**src/drc_pkg.sv**
```systemverilog
// Shared types and constants for the drift-compensating resampler.
// Depends on nothing; used by every other file of the block.
package drc_pkg;

    // Default build sizes
    localparam int RING_SAMPLES_DEF = 16384;
    localparam int MAX_BLOCKS_DEF   = 16;
    localparam int FRAC_BITS_DEF    = 16;

    // Fixed field widths
    localparam int CMD_W      = 2;
    localparam int SMP_W      = 24;
    localparam int RATIO_W    = 32;
    localparam int SPB_W      = 13;
    localparam int TGT_W      = 4;
    localparam int BLK_W      = 5;
    localparam int ST_W       = 2;
    localparam int CFG_IDX_W  = 2;
    localparam int CFG_DATA_W = 32;

    // Q2.30 arithmetic constants
    localparam logic [31:0] ONE_Q30     = 32'h4000_0000;
    localparam logic [23:0] K_SMOOTH    = 24'd10737418;
    localparam logic [29:0] ONE_MINUS_K = 30'd1063004406;
    localparam logic [20:0] SNAP_TOL    = 21'd1073742;
    localparam logic [26:0] AREA_K      = 27'd85899346;
    localparam logic [29:0] HALF_Q30    = 30'h2000_0000;

    // Buffer length limits
    localparam logic [SPB_W-1:0] N_MIN = 13'd16;
    localparam logic [SPB_W-1:0] N_MAX = 13'd4096;

    // Shared divider sizes
    localparam int DIV_W = 36;
    localparam int DVS_W = 13;
    localparam int DCNT_W = $clog2(DIV_W);

    typedef enum logic [CMD_W-1:0] {
        CMD_PUSH    = 2'd0,
        CMD_START   = 2'd1,
        CMD_REQUEST = 2'd2,
        CMD_NOP     = 2'd3
    } cmd_t;

    typedef enum logic [ST_W-1:0] {
        ST_OK        = 2'd0,
        ST_UNDERRUN  = 2'd1,
        ST_FULL      = 2'd2,
        ST_POS_RESET = 2'd3
    } status_t;

    localparam logic [CFG_IDX_W-1:0] CFG_SPB    = 2'd0;
    localparam logic [CFG_IDX_W-1:0] CFG_TARGET = 2'd1;
    localparam logic [CFG_IDX_W-1:0] CFG_REF    = 2'd2;

    typedef struct packed {
        logic             start;
        logic [DIV_W-1:0] dividend;
        logic [DVS_W-1:0] divisor;
    } div_req_t;

    typedef struct packed {
        logic             done;
        logic [DIV_W-1:0] quotient;
    } div_rsp_t;

endpackage

```
**src/drc_div.sv**
```systemverilog
// Bit-serial restoring divider, one quotient bit per cycle.
// Depends on drc_pkg for widths and the request/response structs.
module drc_div
(
    input  logic              clk,
    input  logic              rst_n,
    input  drc_pkg::div_req_t req,
    output drc_pkg::div_rsp_t rsp
);

    logic                                busy_reg;
    logic                                done_reg;
    logic [drc_pkg::DCNT_W-1:0]          cnt_reg;
    logic [drc_pkg::DIV_W-1:0]           quo_reg;
    logic [drc_pkg::DVS_W-1:0]           rem_reg;
    logic [drc_pkg::DVS_W-1:0]           dvs_reg;
    logic [drc_pkg::DVS_W:0]             trial;
    logic                                ge;
    logic [drc_pkg::DVS_W-1:0]           rem_new;

    always_comb
    begin
        trial   = {rem_reg, quo_reg[drc_pkg::DIV_W-1]};
        ge      = trial >= {1'b0, dvs_reg};
        rem_new = ge ? drc_pkg::DVS_W'(trial - {1'b0, dvs_reg})
                     : trial[drc_pkg::DVS_W-1:0];
    end

    always_ff @(posedge clk or negedge rst_n)
    begin
        if (!rst_n)
        begin
            busy_reg <= 1'b0;
            done_reg <= 1'b0;
            cnt_reg  <= '0;
            quo_reg  <= '0;
            rem_reg  <= '0;
            dvs_reg  <= '0;
        end
        else
        begin
            done_reg <= 1'b0;
            if (req.start)
            begin
                busy_reg <= 1'b1;
                cnt_reg  <= '0;
                quo_reg  <= req.dividend;
                rem_reg  <= '0;
                dvs_reg  <= req.divisor;
            end
            else if (busy_reg)
            begin
                quo_reg <= {quo_reg[drc_pkg::DIV_W-2:0], ge};
                rem_reg <= rem_new;
                cnt_reg <= cnt_reg + 1'b1;
                if (cnt_reg == drc_pkg::DCNT_W'(drc_pkg::DIV_W - 1))
                begin
                    busy_reg <= 1'b0;
                    done_reg <= 1'b1;
                end
            end
        end
    end

    assign rsp.done     = done_reg;
    assign rsp.quotient = quo_reg;

endmodule

```
**config.mk**
```make
export PLATFORM = sky130hd
export DESIGN_NAME = drc_div
export DESIGN_NICKNAME = d
export VERILOG_FILES = /design/src/drc_pkg.sv /design/src/drc_div.sv
export SDC_FILE = /design/constraint.sdc
export NUM_CORES = 1
export LEC_CHECK = 0
export ABC_CLOCK_PERIOD_IN_PS = 2750
export BUFFER_PORTS_ARGS = -buffer_cell sky130_fd_sc_hd__buf_2
export CORE_ASPECT_RATIO = 0.7
export CORE_MARGIN = 2
export CORE_UTILIZATION = 54
export CTS_BUF_LIST = sky130_fd_sc_hd__clkbuf_16
export DETAILED_ROUTE_END_ITERATION = 10
export GPL_TIMING_DRIVEN = 0
export PLACE_DENSITY = 0.86
export SYNTH_ARGS = -nofsm -noshare
export SYNTH_HDL_FRONTEND = slang
export SYNTH_SLANG_ARGS = --single-unit
```
**constraint.sdc**
```tcl
create_clock -name clk -period 2.75 [get_ports clk]
set_clock_uncertainty 0.1 [all_clocks]
set_input_delay 0.275 -clock clk [delete_from_list [all_inputs] [get_ports clk]]
set_output_delay 0.275 -clock clk [all_outputs]
set_load 0.005 [all_outputs]
```
==> reports/qor.csv, run 1 <==
stage,metric,value,unit
logic_synthesis,synth_edf_count,0,
logic_synthesis,synthCells,399,
logic_synthesis,synth_top_cell_by_area,dfrtp_1,
cells_and_area,nets,567,
floorplanning,fp-row-count,25,
logic_synthesis,async_flop_share,100,%
logic_synthesis,synth_top_area_share,45.5,%
detailed_routing,m1WireLength,4.51,mm
cells_and_area,layout_common_cells,"buf_2, dfrtp_1, nand2_1",
cells_and_area,layout_commonest_cell,buf_2,
detailed_routing,drt_iter0_drc,221,
pwr,leakagePower,2.56,nW
logic_synthesis,ys_types,47,
pwr,irDropWorstVdd,421,µV
critical_path,startpoint_type,flip-flop,
clock_tree,cts-root-buf,clkbuf_16,
timing,post-route-period-util,97.0,%
timing,final_hold_viol_count,0,
logic_synthesis,yosysWarnings,0,
placed_design,place_inst,580,
pwr,p_sw_share,35.3,%
cells_and_area,areaGrowthSynthToFinish,23.8,%
detailed_routing,viasPerCell,5.79,
detailed_routing,routed_wl,10.4,mm
logic_synthesis,synth_nets,466,
cells_and_area,design_area,0.00477,mm²
detailed_routing,wl_met3,789,µm
grt,first_global_vias,3396,
clock_tree,clockBufferDepth,2,
logic_synthesis,ys_seq_area_share,45.5,%
pwr,p_sw,1.51,mW
logic_synthesis,ys_top_cells_by_area,"dfrtp_1, mux2i_1, o21ai_0, nand2_1, ha_1",
timing,finalSetupViolCount,0,
cells_and_area,fin_cells,599,
grt,grt_pass1_wl,16.7,mm
pwr,cellPowerDensity,897,mW/mm²
cells_and_area,drive_gt1_share,25.3,%
detailed_routing,routedWlPerCell,17.3,µm
critical_path,critPathMaxFanout,8,
placed_design,port_buffers,87,
clock_tree,clk_latency,0.34,ns
pwr,cellInternalPower,2.77,mW
critical_path,timing.rr.end,rem_reg[0]$_DFFE_PN0P_,
logic_synthesis,ys_ff_latch,70,
worst_hold_path,whs_path_depth,3,
clock_tree,htree_num_levels,3,
placed_design,hpwl,7.00,mm
critical_path,cp.required,2.90,ns
floorplanning,core_area,0.00682,mm²
grt,grt_overflow,0,
timing,max_slew_margin,40.2,%
worst_hold_path,hold_start,req[5],
worst_hold_path,hold_end,dvs_reg[5]$_DFFE_PN0P_,
timing,drv_slew,0,
clock_tree,cts.clk_slew.worst_paths,0.06,ns
pwr,power_frac_clock,29.3,%
floorplanning,fp.dieH,74.7,µm
worst_hold_path,hold_path_class,in2reg,
floorplanning,io_pins,89,
placed_design,placed_area,0.00441,mm²
logic_synthesis,ys.flop_type,dfrtp_1,
floorplanning,dieWidth,105,µm
timing,min_period,2.67,ns
logic_synthesis,avgSynthCellArea,9.66,µm²
clock_tree,cts_tree,done,
detailed_routing,ant_nets,0,
grt,grt_max_degree,71,
clock_tree,cts_buffers,9,
critical_path,r2r-start,rem_reg[10]$_DFFE_PN0P_,
placed_design,gp_congestion,0.871,
detailed_routing,vias,3470,
critical_path,end_kind,flip-flop,
clock_tree,numClockSinks,70,
critical_path,reg2reg_depth,7,
status,status,completed,
grt,grt_usage,27.2,%
timing,fmax,0.375,GHz
detailed_routing,drc,0,
grt,antenna_found_initial,0,
cells_and_area,antenna_cells,0,
run,cap_violations,0,
pwr,p_total,4.28,mW
critical_path,r2r_slack,0.08,ns
floorplanning,dieArea,0.00784,mm²
floorplanning,initial_utilization,56.5,%
pwr,pwr-share-comb,39.7,%
detailed_routing,drt_pass1_iterations,7,
detailed_routing,highest_layer,met4,
cells_and_area,fillers,496,
detailed_routing,wl_met2,4.87,mm
logic_synthesis,syn_area,0.00385,mm²
pwr,seq_power_share,30.9,%
timing,worstMarginPinSlew,0.897,ns
critical_path,cp.arrival,2.81,ns
cells_and_area,largest_register_ffs,36,
critical_path,path_class,reg2reg,
critical path, cell delays in order, from the launching register on:
cell      delay (ns)
dfrtp_1         0.41
ha_2            0.34
a21o_1          0.21
a211oi_2        0.24
o21ai_2         0.13
a311oi_4        0.53
mux2_2          0.41
a211oi_2        0.21
kinds of logic after synthesis:
kind of cell	after synthesis	synth area share (%)
compound gates	96	15.6
xor+xnor	12	2.73
fa+ha+maj	15	5.07
buf+inv	43	4.58
flops	70	45.5
mux	47	12.3
simple gates	116	14.3
per-layer routing:
metal | global-route usage, % | up-vias
met4 | 10.8 | 0
li1 | - | 1585
met3 | 6.67 | 21
met5 | 0 | -
met2 | 42.5 | 168
met1 | 37.5 | 1696
worst max path at each step:
stage,startpoint,endpoint,slack [ns],depth (start not counted)
2_1_floorplan,quo_reg[35]$_DFFE_PN0P_,rem_reg[0]$_DFFE_PN0P_,0.28,9
6_report,rem_reg[10]$_DFFE_PN0P_,rem_reg[0]$_DFFE_PN0P_,0.08,7
3_3_place_gp,quo_reg[35]$_DFFE_PN0P_,rem_reg[0]$_DFFE_PN0P_,0.07,9
3_5_place_dp,quo_reg[35]$_DFFE_PN0P_,rem_reg[0]$_DFFE_PN0P_,-0.01,9
4_1_cts,rem_reg[10]$_DFFE_PN0P_,rem_reg[0]$_DFFE_PN0P_,0.01,7
5_1_grt,quo_reg[35]$_DFFE_PN0P_,rem_reg[8]$_DFFE_PN0P_,-0.02,10
synthesized netlist by cell type, types with 2 or more instances:
| cell | instances |
|---|---|
| xor2_1 | 6 |
| ha_1 | 14 |
| nand2b_1 | 5 |
| buf_2 | 2 |
| a21o_1 | 4 |
| xnor2_1 | 6 |
| or2_2 | 4 |
| or3_1 | 2 |
| nand3_1 | 2 |
| clkbuf_1 | 15 |
| and2_1 | 2 |
| dfrtp_1 | 70 |
| o21ai_0 | 53 |
| nor3_1 | 2 |
| buf_1 | 6 |
| nor2b_1 | 4 |
| nand2_1 | 59 |
| a311oi_1 | 4 |
| mux2i_1 | 45 |
| o21ai_1 | 2 |
| nand4_1 | 4 |
| a211oi_1 | 9 |
| a31o_2 | 2 |
| a31oi_1 | 3 |
| a21oi_1 | 11 |
| inv_1 | 17 |
| mux2_2 | 2 |
| nor2_1 | 23 |
| nor3b_1 | 3 |
final cells by class:
cell class                      count  area, µm²  share of cell area, %
Clock inverter                      7       96.3                   2.02
Sequential cell                    70       1750                   36.7
Buffer                             26        113                   2.36
Tap cell                           94        118                   2.47
Clock buffer                        9        225                   4.72
Inverter                           17       63.8                   1.34
Timing Repair Buffer               90        463                   9.71
Multi-Input combinational cell    286       1940                   40.7
power groups by stage:
stage                     Combinational [mW]  Sequential, mW  Clock [mW]
after detailed placement                1.57            1.33           0
after global placement                  1.50            1.32           0
after CTS                               1.60            1.32        1.26
after floorplan                         1.20            1.30           0
final                                   1.70            1.32        1.26
after global routing                    1.85            1.34        1.31
through the flow:
step                utilization, %  setup WS [ns]   TNS, ns  hold WS [ns]
finish                        69.9         0.0830         0        0.0433
global route                  69.9        -0.0215   -0.0688        0.0490
CTS                           69.5         0.0125         0        0.0373
detailed placement            64.7       -0.00967  -0.00967         0.349
global placement              64.6         0.0669         0         0.383
floorplan                        -          0.284         0        -0.121
what timing repair did:
item	in CTS	in global routing
resized for setup	0	4
pin swaps	1	1
hold endpoints to repair	22	0
gates cloned	0	0
hold buffers	1	0
buffers inserted	0	2
endpoints found under the setup margin	5	11
No activity file was read; power rests on OpenSTA's default activity.
==> inputs of run 2 (changes only) <==
--- a/config.mk
+++ b/config.mk
@@ -7,9 +7,11 @@
 export LEC_CHECK = 0
 export ABC_CLOCK_PERIOD_IN_PS = 2750
 export BUFFER_PORTS_ARGS = -buffer_cell sky130_fd_sc_hd__buf_2
+export CELL_PAD_IN_SITES_DETAIL_PLACEMENT = 2
+export CELL_PAD_IN_SITES_GLOBAL_PLACEMENT = 2
 export CORE_ASPECT_RATIO = 0.7
 export CORE_MARGIN = 2
-export CORE_UTILIZATION = 54
+export CORE_UTILIZATION = 33
 export CTS_BUF_LIST = sky130_fd_sc_hd__clkbuf_16
 export DETAILED_ROUTE_END_ITERATION = 10
 export GPL_TIMING_DRIVEN = 0
==> constraint.sdc (replaced) <==
create_clock -name clk -period 2.75 [get_ports clk]
set_clock_uncertainty 0.1 [all_clocks]
set_input_delay 0 -clock clk [delete_from_list [all_inputs] [get_ports clk]]
set_output_delay 0 -clock clk [all_outputs]
set_load 0.005 [all_outputs]
==> run 2 against run 1 <==
  * The run now ends with setup timing left
  * Hold slack gained 0.040 ns
  * Sequential share of layout area shrank 5.1 points
  * Sequential cell count is the same
  * Sequential power grew 5%
  * Count of clock-buffer cells in the layout is the same
  * Critical path type unchanged
  * Highest routed layer unchanged
==> reports/qor.csv, run 2 (synthesized netlist as in run 1, its figures left out) <==
stage,metric,value,unit
status,status,"finished, violations left",
status,violations,setup timing,
cells_and_area,largest_register_ffs,36,
pwr,cellPowerDensity,938,mW/mm²
timing,post-route-period-util,106,%
detailed_routing,routed_wl,21.6,mm
floorplanning,dieWidth,133,µm
timing,drv_slew,0,
clock_tree,cts.clk_slew.worst_paths,0.07,ns
critical_path,r2r-start,rem_reg[4]$_DFFE_PN0P_,
timing,final_hold_viol_count,0,
timing,worstMarginPinSlew,0.850,ns
cells_and_area,nets,631,
cells_and_area,fillers,1173,
critical_path,cp_slowest_cell,ha_1,
detailed_routing,drt_pass1_iterations,4,
pwr,cellInternalPower,3.06,mW
pwr,irDropWorstVdd,479,µV
floorplanning,dieArea,0.0126,mm²
critical_path,critPathTopFamily,compound AO/OA/AOI/OAI gates,
timing,max_slew_margin,43.3,%
floorplanning,fp-row-count,32,
timing,fmax,0.344,GHz
timing,fin_ws,-0.156,ns
detailed_routing,viasPerCell,5.73,
detailed_routing,routedWlPerCell,30.0,µm
pwr,p_total,5.20,mW
pwr,power_frac_clock,25.8,%
grt,grt_usage,31.6,%
critical_path,r2r_slack,-0.16,ns
pwr,p_sw,2.14,mW
detailed_routing,drt_iter0_drc,292,
cells_and_area,layout_common_cells,"buf_2, dfrtp_1, nand2_1",
clock_tree,clockBufferDepth,2,
floorplanning,initial_utilization,34.4,%
placed_design,hpwl,9.85,mm
grt,grt_pass1_wl,29.1,mm
pwr,seq_power_share,26.6,%
clock_tree,cts_buffers,9,
grt,grt_overflow,0,
critical_path,end_kind,flip-flop,
clock_tree,cts-root-buf,clkbuf_16,
critical_path,critPathMaxFanout,6,
critical_path,timing.rr.end,rem_reg[8]$_DFFE_PN0P_,
pwr,p_sw_share,41.1,%
detailed_routing,ant_nets,0,
cells_and_area,utilization,49.5,%
grt,first_global_vias,4582,
grt,grt_max_degree,57,
worst_hold_path,hold_path_class,in2async,
floorplanning,core_area,0.0112,mm²
placed_design,place_inst,640,
cells_and_area,antenna_cells,0,
cells_and_area,fin_cells,721,
critical_path,worst-path-buf-inv,2,
clock_tree,numClockSinks,70,
cells_and_area,drive_gt1_share,27.6,%
placed_design,port_buffers,87,
detailed_routing,vias,4133,
floorplanning,io_pins,89,
pwr,leakagePower,2.84,nW
timing,min_period,2.91,ns
run,cap_violations,0,
cells_and_area,areaGrowthSynthToFinish,43.9,%
critical_path,cp.arrival,3.06,ns
critical_path,reg2reg_depth,9,
critical_path,cp.required,2.90,ns
floorplanning,fp.dieH,94.4,µm
cells_and_area,layout_commonest_cell,buf_2,
critical_path,max_stage_delay,0.56,ns
timing,finalSetupViolCount,14,
grt,antenna_found_initial,0,
placed_design,gp_congestion,0.790,
timing,finalSetupTns,-1.16,ns
critical_path,worstPathCellList,"ha_1, nand4_1, or2_4, o21ai_4, a311oi_4, buf_6, buf_4, mux2i_1, a211oi_1",
clock_tree,clk_latency,0.36,ns
critical_path,startpoint_type,flip-flop,
critical_path,path_class,reg2reg,
clock_tree,cts_tree,done,
pwr,pwr-share-comb,47.6,%
clock_tree,htree_num_levels,3,
timing,whs,0.0838,ns
detailed_routing,drc,0,
==> run 2: cell count changes in the layout (fill, tap and decap cells not counted), moves of 2 or more <==
cell and delta:
inv_6 -2, ha_1 -6, ha_2 +3, buf_4 +15, ha_4 +3, mux2i_2 +2, inv_1 -2, dfrtp_1 -2
dlygate4sd3_1 +50, dfrtp_2 +2, mux2i_1 -2, inv_2 +4, buf_2 -2
==> run 2: cell type report <==
class	count	area (µm²)	share of cell area [%]
Multi-Input combinational cell	286	2020	36.4
Sequential cell	70	1750	31.6
Clock inverter	6	80.1	1.44
Buffer	24	109	1.96
Inverter	17	63.8	1.15
Clock buffer	9	225	4.06
Timing Repair Buffer	156	1100	19.9
Tap cell	153	191	3.45
==> run 2: worst register-to-register path, stage by stage (launching register included) <==
cell,delay [ns]
dfrtp_1,0.44
ha_1,0.56
nand4_1,0.26
or2_4,0.34
o21ai_4,0.22
a311oi_4,0.12
buf_6,0.20
buf_4,0.14
mux2i_1,0.11
a211oi_1,0.32
==> run 2: layer usage <==
metal / global-route usage [%] / up-vias / wire (µm)
li1: - / 1720 / -
met1: 37.9 / 2168 / 9010
met2: 54.5 / 176 / 10600
met3: 6.49 / 69 / 942
met4: 16.7 / 0 / 1010
met5: 0 / - / 0
==> run 2: how the worst max path moves through the flow <==
stage          slack (ns)                     end  cells past startpoint               startpoint
2_1_floorplan        0.28  rem_reg[0]$_DFFE_PN0P_                      9  quo_reg[35]$_DFFE_PN0P_
3_3_place_gp        -0.01  rem_reg[2]$_DFFE_PN0P_                     10  quo_reg[35]$_DFFE_PN0P_
3_5_place_dp        -0.17  rem_reg[2]$_DFFE_PN0P_                     10  quo_reg[35]$_DFFE_PN0P_
4_1_cts              0.02  rem_reg[2]$_DFFE_PN0P_                      8  rem_reg[10]$_DFFE_PN0P_
5_1_grt             -0.15  rem_reg[2]$_DFFE_PN0P_                     10  quo_reg[35]$_DFFE_PN0P_
6_report            -0.16  rem_reg[8]$_DFFE_PN0P_                      9   rem_reg[4]$_DFFE_PN0P_
==> run 2: repair_timing <==
action | in CTS | in global routing
buffers inserted | 5 | 11
pin swaps | 1 | 10
gates cloned | 0 | 1
gates resized for setup | 1 | 30
hold endpoints to repair | 119 | 0
setup endpoints to repair | 10 | 13
hold buffers | 51 | 0
==> run 2: through the flow <==
stage	setup slack (ns)	cell area, µm²
floorplan	0.284	3850
global placement	-0.0138	4480
detailed placement	-0.172	4510
finish	-0.156	5550
CTS	0.0193	5370
global route	-0.152	5550
==> run 2: power by group through the flow <==
stage	logic, mW	clock network [mW]	registers (mW)
after floorplan	1.20	0	1.30
after global placement	1.56	0	1.33
after detailed placement	1.70	0	1.34
after CTS	1.95	1.25	1.33
after global routing	2.59	1.36	1.39
final	2.48	1.34	1.38
